`src/rlim_pkg.sv`:
```
// ============================================================================
// rlim_pkg: shared types and constants of the per-source rate limiter
// Request/response payloads, table entry layout, register indexes, table size.
// ============================================================================
package rlim_pkg;

    // Number of sources tracked in the table (1 to 256).
    localparam int TABLE_ENTRIES = 16;

    // Address width into the table, and a scan counter wide enough to hold the depth.
    localparam int IDX_W = (TABLE_ENTRIES > 1) ? $clog2(TABLE_ENTRIES) : 1;
    localparam int CNT_W = $clog2(TABLE_ENTRIES + 1);

    localparam logic [IDX_W-1:0] LAST_IDX  = IDX_W'(TABLE_ENTRIES - 1);
    localparam logic [CNT_W-1:0] SCAN_DONE = CNT_W'(TABLE_ENTRIES);

    localparam logic [15:0] HITS_MAX = 16'hFFFF;

    // Configuration register indexes.
    localparam int          CFG_IDX_W             = 1;
    localparam logic [0:0]  CFG_WINDOW_LENGTH     = 1'b0;
    localparam logic [0:0]  CFG_REQUEST_THRESHOLD = 1'b1;

    localparam logic [31:0] WINDOW_LENGTH_RESET     = 32'd1000;
    localparam logic [15:0] REQUEST_THRESHOLD_RESET = 16'd100;

    typedef struct packed {
        logic [31:0] source_address;
        logic [31:0] now_tick;
    } t_req;

    typedef struct packed {
        logic        allowed;
        logic [31:0] total_denials;
    } t_rsp;

    typedef struct packed {
        logic [31:0] key;
        logic [31:0] win_open;
        logic [15:0] hits;
        logic [31:0] seen_at;
        logic        blocked;
    } t_entry;

    localparam int ENTRY_W = $bits(t_entry);

endpackage

```
`src/rlim_ram.sv`:
```
// ============================================================================
// rlim_ram: generic single-write, single-read RAM
// One write port and one read port with registered read data.
// ============================================================================
module rlim_ram #(
    parameter int WIDTH = 8,
    parameter int DEPTH = 16,
    parameter int AW    = (DEPTH > 1) ? $clog2(DEPTH) : 1
) (
    input  logic             i_clk,
    input  logic             i_we,
    input  logic [AW-1:0]    i_waddr,
    input  logic [WIDTH-1:0] i_wdata,
    input  logic             i_re,
    input  logic [AW-1:0]    i_raddr,
    output logic [WIDTH-1:0] o_rdata
);

    logic [WIDTH-1:0] r_mem [DEPTH];
    logic [WIDTH-1:0] r_rdata;

    always_ff @(posedge i_clk) begin
        if (i_we) begin
            r_mem[i_waddr] <= i_wdata;
        end
        if (i_re) begin
            r_rdata <= r_mem[i_raddr];
        end
    end

    assign o_rdata = r_rdata;

endmodule

```
`src/rlim_alu.sv`:
```
// ============================================================================
// rlim_alu: shared 32-bit subtract and unsigned compare unit
// Gives a - b modulo 2^32 and the unsigned a < b flag from one subtractor.
// ============================================================================
module rlim_alu (
    input  logic [31:0] i_op_a,
    input  logic [31:0] i_op_b,
    output logic [31:0] o_diff,
    output logic        o_lt
);

    logic [32:0] w_sub;

    // The borrow out of the 33-bit subtract is the unsigned less-than flag.
    assign w_sub  = {1'b0, i_op_a} - {1'b0, i_op_b};
    assign o_diff = w_sub[31:0];
    assign o_lt   = w_sub[32];

endmodule

```
`src/per_source_rate_limiter_core.sv`:
```
// ============================================================================
// per_source_rate_limiter_core: per-source fixed-window request rate limiter
// Looks up each request's source in a table, claims a free or least recently
// seen entry on a miss, counts requests per window and flags denied sources.
// ============================================================================
// Flow: requests are taken one at a time; the input stalls from transfer until the result
//   is handed to the output register. The scan reads one table entry per cycle through the
//   single RAM read port.
// Reset (synchronous, active low): clears all entry valid bits, the denial total and
//   the output valid flag, and loads window_length = 1000, request_threshold = 100.
//   No clearing pass is needed; the block takes requests right after reset.
module per_source_rate_limiter_core (
    input  logic                          i_clk,
    input  logic                          i_rst_n,

    input  logic                          i_in_valid,
    output logic                          o_in_stall,
    input  rlim_pkg::t_req                i_in_data,

    output logic                          o_out_valid,
    input  logic                          i_out_stall,
    output rlim_pkg::t_rsp                o_out_data,

    input  logic                          i_cfg_we,
    input  logic [rlim_pkg::CFG_IDX_W-1:0] i_cfg_index,
    input  logic [31:0]                   i_cfg_data
);

    import rlim_pkg::*;

    // Sequencer states.
    localparam logic [2:0] S_IDLE = 3'd0;  // wait for a request
    localparam logic [2:0] S_SCAN = 3'd1;  // read and classify every table entry
    localparam logic [2:0] S_ELAP = 3'd2;  // elapsed = now - window open tick
    localparam logic [2:0] S_EXP  = 3'd3;  // window_length < elapsed -> restart window
    localparam logic [2:0] S_THR  = 3'd4;  // hits >= threshold -> deny
    localparam logic [2:0] S_WR   = 3'd5;  // write the entry back
    localparam logic [2:0] S_OUT  = 3'd6;  // hand the result to the output register

    logic [2:0]              r_state;

    // Configuration.
    logic [31:0]             r_window_length;
    logic [15:0]             r_threshold;

    // Request being worked on.
    t_req                    r_req;

    // Scan bookkeeping: read issue counter, and the entry whose data is on the RAM output.
    logic [CNT_W-1:0]        r_idx;
    logic                    r_rd_v;
    logic [IDX_W-1:0]        r_chk_idx;

    logic                    r_found;
    logic                    r_have_free;
    logic                    r_have_old;
    logic [IDX_W-1:0]        r_free_idx;
    logic [IDX_W-1:0]        r_old_idx;
    logic [31:0]             r_old_ls;

    // Working copy of the selected entry.
    logic [IDX_W-1:0]        r_slot;
    logic [31:0]             r_ws;
    logic [15:0]             r_hits;
    logic                    r_blk;
    logic [31:0]             r_elapsed;

    logic [TABLE_ENTRIES-1:0] r_valid;
    logic [31:0]             r_total;

    logic                    r_out_valid;
    t_rsp                    r_out;

    // RAM and shared unit hookup.
    logic                    w_ram_re;
    logic                    w_ram_we;
    logic [ENTRY_W-1:0]      w_ram_rdata;
    t_entry                  w_entry;
    t_entry                  w_wr_entry;

    logic [31:0]             w_alu_a;
    logic [31:0]             w_alu_b;
    logic [31:0]             w_alu_diff;
    logic                    w_alu_lt;

    // Per-entry classification during the scan.
    logic                    w_e_valid;
    logic                    w_hit;
    logic                    w_free_hit;
    logic                    w_old_hit;
    logic                    w_scan_last;

    logic                    n_found;
    logic                    n_have_free;
    logic [IDX_W-1:0]        n_free_idx;
    logic [IDX_W-1:0]        n_old_idx;
    logic [IDX_W-1:0]        n_pick;

    logic [15:0]             w_hits_inc;
    logic                    w_in_xfer;
    logic                    w_out_free;

    // ------------------------------------------------------------------------
    // Table storage and the shared subtract/compare unit
    // ------------------------------------------------------------------------
    rlim_ram #(
        .WIDTH (ENTRY_W),
        .DEPTH (TABLE_ENTRIES)
    ) u_table (
        .i_clk   (i_clk),
        .i_we    (w_ram_we),
        .i_waddr (r_slot),
        .i_wdata (w_wr_entry),
        .i_re    (w_ram_re),
        .i_raddr (r_idx[IDX_W-1:0]),
        .o_rdata (w_ram_rdata)
    );

    assign w_entry = t_entry'(w_ram_rdata);

    rlim_alu u_alu (
        .i_op_a (w_alu_a),
        .i_op_b (w_alu_b),
        .o_diff (w_alu_diff),
        .o_lt   (w_alu_lt)
    );

    // Steer the shared unit by state.
    always_comb begin
        case (r_state)
            S_SCAN: begin
                w_alu_a = w_entry.seen_at;
                w_alu_b = r_old_ls;
            end
            S_ELAP: begin
                w_alu_a = r_req.now_tick;
                w_alu_b = r_ws;
            end
            S_EXP: begin
                w_alu_a = r_window_length;
                w_alu_b = r_elapsed;
            end
            S_THR: begin
                w_alu_a = {16'd0, r_hits};
                w_alu_b = {16'd0, r_threshold};
            end
            default: begin
                w_alu_a = 32'd0;
                w_alu_b = 32'd0;
            end
        endcase
    end

    // ------------------------------------------------------------------------
    // Scan classification
    // ------------------------------------------------------------------------
    // Issue one read per cycle until every entry has been requested.
    assign w_ram_re   = (r_state == S_SCAN) && (r_idx != SCAN_DONE);
    assign w_e_valid  = r_valid[r_chk_idx];

    // First valid entry whose key matches the source wins.
    assign w_hit      = r_rd_v && w_e_valid && !r_found
                        && (w_entry.key == r_req.source_address);
    // Lowest free entry.
    assign w_free_hit = r_rd_v && !w_e_valid && !r_have_free;
    // Strictly older valid entry replaces the candidate, so ties keep the lower index.
    assign w_old_hit  = r_rd_v && w_e_valid && (!r_have_old || w_alu_lt);
    assign w_scan_last = r_rd_v && (r_chk_idx == LAST_IDX);

    assign n_found     = r_found | w_hit;
    assign n_have_free = r_have_free | w_free_hit;
    assign n_free_idx  = w_free_hit ? r_chk_idx : r_free_idx;
    assign n_old_idx   = w_old_hit ? r_chk_idx : r_old_idx;

    // Victim when nothing matched: lowest free entry, else least recently seen.
    assign n_pick      = n_have_free ? n_free_idx : n_old_idx;

    // Saturating count of the current window.
    assign w_hits_inc  = (r_hits == HITS_MAX) ? r_hits : r_hits + 16'd1;

    assign w_ram_we    = (r_state == S_WR);
    always_comb begin
        w_wr_entry.key      = r_req.source_address;
        w_wr_entry.win_open = r_ws;
        w_wr_entry.hits     = r_hits;
        w_wr_entry.seen_at  = r_req.now_tick;
        w_wr_entry.blocked  = r_blk;
    end

    // ------------------------------------------------------------------------
    // Handshakes
    // ------------------------------------------------------------------------
    assign o_in_stall  = (r_state != S_IDLE);
    assign w_in_xfer   = i_in_valid && !o_in_stall;
    assign w_out_free  = !r_out_valid || !i_out_stall;

    assign o_out_valid = r_out_valid;
    assign o_out_data  = r_out;

    // ------------------------------------------------------------------------
    // Control registers
    // ------------------------------------------------------------------------
    always_ff @(posedge i_clk) begin
        if (!i_rst_n) begin
            r_state         <= S_IDLE;
            r_window_length <= WINDOW_LENGTH_RESET;
            r_threshold     <= REQUEST_THRESHOLD_RESET;
            r_valid         <= '0;
            r_total         <= 32'd0;
            r_out_valid     <= 1'b0;
            r_rd_v          <= 1'b0;
        end else begin
            // Load the register that the index selects on every write.
            if (i_cfg_we) begin
                case (i_cfg_index)
                    CFG_WINDOW_LENGTH:     r_window_length <= i_cfg_data;
                    CFG_REQUEST_THRESHOLD: r_threshold     <= i_cfg_data[15:0];
                    default: ;
                endcase
            end

            // Raise the result when the sequencer hands it over; drop it once taken.
            if ((r_state == S_OUT) && w_out_free) begin
                r_out_valid <= 1'b1;
            end else if (r_out_valid && !i_out_stall) begin
                r_out_valid <= 1'b0;
            end

            r_rd_v <= w_ram_re;

            case (r_state)
                S_IDLE: begin
                    if (w_in_xfer) begin
                        r_state <= S_SCAN;
                    end
                end
                S_SCAN: begin
                    if (w_scan_last) begin
                        r_state <= S_ELAP;
                    end
                end
                S_ELAP: r_state <= S_EXP;
                S_EXP:  r_state <= S_THR;
                S_THR: begin
                    // Count reached the threshold in this window: deny, and bump the total if not yet denied.
                    if (!w_alu_lt && !r_blk) begin
                        r_total <= r_total + 32'd1;
                    end
                    r_state <= S_WR;
                end
                S_WR: begin
                    r_valid[r_slot] <= 1'b1;
                    r_state         <= S_OUT;
                end
                S_OUT: begin
                    if (w_out_free) begin
                        r_state <= S_IDLE;
                    end
                end
                default: r_state <= S_IDLE;
            endcase
        end
    end

    // ------------------------------------------------------------------------
    // Datapath registers
    // ------------------------------------------------------------------------
    always_ff @(posedge i_clk) begin
        case (r_state)
            S_IDLE: begin
                if (w_in_xfer) begin
                    r_req       <= i_in_data;
                    r_idx       <= '0;
                    r_found     <= 1'b0;
                    r_have_free <= 1'b0;
                    r_have_old  <= 1'b0;
                end
            end
            S_SCAN: begin
                if (w_ram_re) begin
                    r_idx     <= r_idx + CNT_W'(1);
                    r_chk_idx <= r_idx[IDX_W-1:0];
                end
                if (w_hit) begin
                    r_found <= 1'b1;
                    r_slot  <= r_chk_idx;
                    r_ws    <= w_entry.win_open;
                    r_hits  <= w_entry.hits;
                    r_blk   <= w_entry.blocked;
                end
                if (w_free_hit) begin
                    r_have_free <= 1'b1;
                    r_free_idx  <= r_chk_idx;
                end
                if (w_old_hit) begin
                    r_have_old <= 1'b1;
                    r_old_idx  <= r_chk_idx;
                    r_old_ls   <= w_entry.seen_at;
                end
                // Miss: claim the victim and start a fresh window at this tick.
                if (w_scan_last && !n_found) begin
                    r_slot <= n_pick;
                    r_ws   <= r_req.now_tick;
                    r_hits <= 16'd0;
                    r_blk  <= 1'b0;
                end
            end
            S_ELAP: begin
                r_elapsed <= w_alu_diff;
            end
            S_EXP: begin
                // Window_length below elapsed means the window has run out.
                if (w_alu_lt) begin
                    r_ws   <= r_req.now_tick;
                    r_hits <= 16'd1;
                    r_blk  <= 1'b0;
                end else begin
                    r_hits <= w_hits_inc;
                end
            end
            S_THR: begin
                if (!w_alu_lt) begin
                    r_blk <= 1'b1;
                end
            end
            S_OUT: begin
                if (w_out_free) begin
                    r_out.allowed       <= !r_blk;
                    r_out.total_denials <= r_total;
                end
            end
            default: ;
        endcase
    end

endmodule

```
`config.mk`:
```
export PLATFORM = sky130hd
export DESIGN_NAME = per_source_rate_limiter_core
export DESIGN_NICKNAME = d
export VERILOG_FILES = /design/src/rlim_pkg.sv /design/src/rlim_ram.sv /design/src/rlim_alu.sv /design/src/per_source_rate_limiter_core.sv
export SDC_FILE = /design/constraint.sdc
export NUM_CORES = 2
export LEC_CHECK = 0
export BUFFER_PORTS_ARGS = -buffer_cell sky130_fd_sc_hd__buf_2
export CORE_ASPECT_RATIO = 1.4
export CORE_MARGIN = 4
export CORE_UTILIZATION = 59
export CTS_BUF_LIST = sky130_fd_sc_hd__clkbuf_4
export CTS_CLUSTER_DIAMETER = 80
export DETAILED_ROUTE_END_ITERATION = 8
export GPL_ROUTABILITY_DRIVEN = 0
export PLACE_DENSITY = 0.78
export SETUP_SLACK_MARGIN = 0.4
export SLEW_MARGIN = 15
export SYNTH_ARGS = -nofsm -noshare
export SYNTH_HDL_FRONTEND = slang
export SYNTH_HIERARCHICAL = 1
export SYNTH_SLANG_ARGS = --single-unit
```
`constraint.sdc`:
```
create_clock -name i_clk -period 9.6 [get_ports i_clk]
set_input_delay 0.48 -clock i_clk [delete_from_list [all_inputs] [get_ports i_clk]]
set_output_delay 0.48 -clock i_clk [all_outputs]
set_load 0.01 [all_outputs]
```
==> results.py <==
metrics = {
    "route": {
        "viasPerCell": 6.35,
        "dr.pass1.iters": 6,
        "post_drt_wl_per_cell_um": 27.6,
        "drc": 0,
        "drt_iter0_drc": 5450,
        "vias": 47002,
        "ant_nets": 0,
        "wirelength_mm": 204,
    },
    "yosys": {
        "synth.yosys.seq_area_share_pct": 76.3,
        "synth_edf_count": 2155,
        "syn_nets": 4514,
        "synth.distinct_cells": 71,
        "ys_seq_elements": 2256,
        "syn_area_um2": 87400,
        "avgSynthCellArea_um2": 20.0,
        "synthArstFlopShare_pct": 0,
        "yosys_most_used_dff": "edfxtp_1",
        "syn_inst": 4375,
        "synth-warning-count": 6,
    },
    "global_routing": {
        "grt_remaining_overflow": 0,
        "grt_pass1_vias": 48061,
        "groute.usage.overall_pct": 26.5,
        "grt_max_degree": 164,
        "grt_pass1_wl_mm": 303,
        "antenna_found_initial": 3,
    },
    "setup_path": {
        "reg2reg_from": "r_state[1]$_SDFFE_PN0P_",
        "slowest_stage": "dfxtp_2",
        "path_cells": "nor2_1 -> nand2_1 -> clkinv_1 -> buf_4 -> a22oi_1 -> nand2_1 -> ha_1 -> fa_1 -> nand2b_1 -> a21oi_2 -> o21ai_0 -> a21oi_1 -> a311oi_1 -> o31a_1 -> buf_4 -> nor3b_1 -> and4_1 -> nand4_1 -> or3_1 -> a21boi_0",
        "critPathBufInv": 3,
        "critPathArrivalTime_ps": 8440,
        "worstSetupEndpointType": "flip-flop",
        "startpoint_type": "flip-flop",
        "cp_max_fo": 47,
        "crit_family": "simple AND/OR/NAND/NOR gates",
        "crit_type": "reg -> reg",
        "crit_path_max_incr_delay_ps": 900,
        "r2r_slack_ps": 2450,
        "cp.required_ps": 10890,
        "reg2reg_to": "r_total[22]$_SDFFE_PN0P_",
        "worst-r2r-cell-count": 20,
    },
    "clock_network": {
        "cts.repair.resized": 0,
        "cts_buffers": 495,
        "cts_sinks": 2256,
        "clock_tree.root_cell": "clkbuf_4",
        "cts_buffer_depth": 4,
        "clk_pin_slew_ps": 80,
        "cts_setup_buffers": 0,
        "clkLatencyLatePin_ps": 1420,
        "h-tree-depth": 5,
        "cts_tree": "yes",
    },
    "finish": {
        "area_growth_pct": 13.0,
        "drive_above_1_share_pct": 27.9,
        "fin_util_pct": 67.3,
        "fin_area_um2": 98800,
        "nets": 5224,
    },
    "sta": {
        "fin_crit_ps": 7150,
        "setup-violations-final": 0,
        "finalWorstSetupSlack_ps": 2450,
        "slew_headroom_pct": 18.8,
        "tightest_slew_ps": 1220,
        "finalMaxSlewViolations": 0,
        "rsz0062_at_grt": "false",
        "hold_viol_final": 0,
        "tns_ps": 0,
        "whs_ps": 138,
        "fin_crit_sh_pct": 74.5,
        "clock.fmax_mhz": 140,
        "clock_skew_ps": 138,
    },
    "floorplanning": {
        "die_y_um": 464,
        "dieArea_um2": 155000,
        "die_x_um": 333,
        "rows": 166,
        "start_util_pct": 59.5,
        "boundaryPins": 137,
        "fp.coreArea_um2": 147000,
    },
    "place": {
        "hpwlAfterDp_mm": 102,
        "pre_cts_slack_ps": 2620,
        "placed_area_um2": 90400,
        "port_buffers": 136,
    },
    "hold_path": {
        "whs_path_depth": 4,
        "worstHoldPathType": "in -> reg",
        "worstHoldEndpoint": "o_out_valid$_SDFFE_PN0P_",
        "hold_start": "i_out_stall",
    },
    "run_status": {
        "status": "finished, final reports clean",
    },
    "power": {
        "ir_drop_mv": 0.129,
        "p_leak_uw": 0.0324,
        "powerDensity_nw_per_um2": 212,
    },
    "run": {
        "cap_violations": 0,
    },
}
stage by stage:
| stage | cells | total power [uW] |
|---|---|---|
| after floorplan | 4375 | 13300 |
| after global placement | 6295 | 13900 |
| after detailed placement | 6295 | 14000 |
| after CTS | 7389 | 21100 |
| after global routing | 7397 | 21800 |
| final | 7399 | 20900 |
power breakdown:
| part | internal (uW) | total (uW) | switching (uW) |
|---|---|---|---|
| registers | 11000 | 11300 | 214 |
| logic | 1160 | 2610 | 1450 |
| clock network | 3530 | 7050 | 3520 |
| total | 15700 | 20900 | 5190 |
final cells by class:
cell class              instances  area [um^2]
inverters                      76          288
well taps                    1932         2420
multi-input cells            1820        19500
clock inverters               173          883
diodes                         10         25.0
repair buffers                436         3700
fillers                      9251        48000
flip-flops and latches       2256        66700
clock buffers                 696         5230
flip-flops by register name (all words and copies together) (netlist names), 32 cells and up:
name / count
r_elapsed: 32
u_table/o_rdata: 113
r_ws: 32
r_window_length: 32
r_req: 64
r_total: 32
r_old_ls: 32
u_table/r_mem: 1808
o_out_data: 33
worst max path at each step:
stage               depth (start not counted)                        to               startpoint
global route                               20  r_total[22]$_SDFFE_PN0P_  r_state[1]$_SDFFE_PN0P_
CTS                                        20  r_total[22]$_SDFFE_PN0P_  r_state[1]$_SDFFE_PN0P_
finish                                     20  r_total[22]$_SDFFE_PN0P_  r_state[1]$_SDFFE_PN0P_
global placement                           20  r_total[15]$_SDFFE_PN0P_  r_state[1]$_SDFFE_PN0P_
floorplan                                   2    r_idx[0]$_SDFFCE_PN0P_   r_idx[4]$_SDFFCE_PN0P_
detailed placement                         20  r_total[22]$_SDFFE_PN0P_  r_state[1]$_SDFFE_PN0P_
layer usage:
layer / global-route usage, % / vias up / routed length (um)
li1: - / 19689 / -
met1: 36.2 / 24035 / 75000
met2: 43.6 / 2871 / 103000
met3: 5.12 / 405 / 19900
met4: 8.73 / 2 / 6100
met5: 0 / - / 13
repair_timing:
action | CTS | global route
endpoints found under the hold margin | 225 | 0
hold buffers | 225 | 0
setup endpoints to repair | 0 | 0
synthesized netlist by cell type (all sizes together), types with 7 or more instances:
| cell | n | area, um^2 |
|---|---|---|
| edfxtp | 2155 | 64700 |
| mux4 | 454 | 10200 |
| a22oi | 324 | 2440 |
| nand2 | 298 | 1120 |
| clkbuf | 121 | 454 |
| nor2 | 103 | 387 |
| buf | 102 | 654 |
| dfxtp | 101 | 2020 |
| inv | 75 | 282 |
| mux2 | 71 | 897 |
| xor2 | 59 | 517 |
| a21boi | 55 | 417 |
| a21oi | 49 | 249 |
| o21ai | 38 | 194 |
| ha | 36 | 450 |
| nand3 | 35 | 175 |
| xnor2 | 34 | 298 |
| and2 | 33 | 206 |
| nor3 | 33 | 165 |
| o21a | 21 | 158 |
| nand2b | 17 | 106 |
| nand4 | 16 | 100 |
| nor2b | 15 | 93.8 |
| or3 | 14 | 87.6 |
| o22ai | 12 | 75.1 |
| and3 | 10 | 62.6 |
| a21o | 8 | 60.1 |
| mux2i | 8 | 80.1 |
| nand3b | 7 | 52.6 |
| nor3b | 7 | 52.6 |
| nor4 | 7 | 50.1 |
| o211ai | 7 | 57.6 |
tightest hold or removal path, stage by stage:
cell and delay [ps]:
dlygate4sd3_1 530, buf_2 140, nand2_1 200, a21boi_0 120
kinds of logic after synthesis:
group	after synthesis	synth area share (%)
AO/OA/AOI/OAI	553	4.67
XOR/XNOR	93	0.932
adder cells (fa/ha/maj)	37	0.538
buffers and inverters	299	1.59
flip-flops	2256	76.3
multiplexers	533	12.8
AND/OR/NAND/NOR	604	3.13
placed cells by master (no fill, tap or decap), types with 7 or more instances in the layout:
master / count
edfxtp_1: 2155
clkbuf_4: 696
mux4_2: 454
a22oi_1: 323
nand2_1: 298
dlygate4sd3_1: 225
buf_2: 136
clkinv_1: 132
dfxtp_1: 99
nor2_1: 88
inv_1: 74
xor2_1: 59
buf_4: 59
a21boi_0: 53
a21oi_1: 47
mux2_2: 45
ha_1: 36
nand3_1: 35
o21ai_0: 35
xnor2_1: 34
and2_1: 32
clkinv_2: 31
nor3_1: 28
mux2_4: 26
o21a_1: 21
nand2b_1: 17
nand4_1: 16
buf_12: 16
nor2_4: 15
or3_1: 14
o22ai_1: 12
nor2b_1: 11
diode_2: 10
and3_1: 10
mux2i_1: 8
a21o_1: 8
nand3b_1: 7
bufinv_16: 7
No activity file was read; power rests on OpenSTA's default activity.
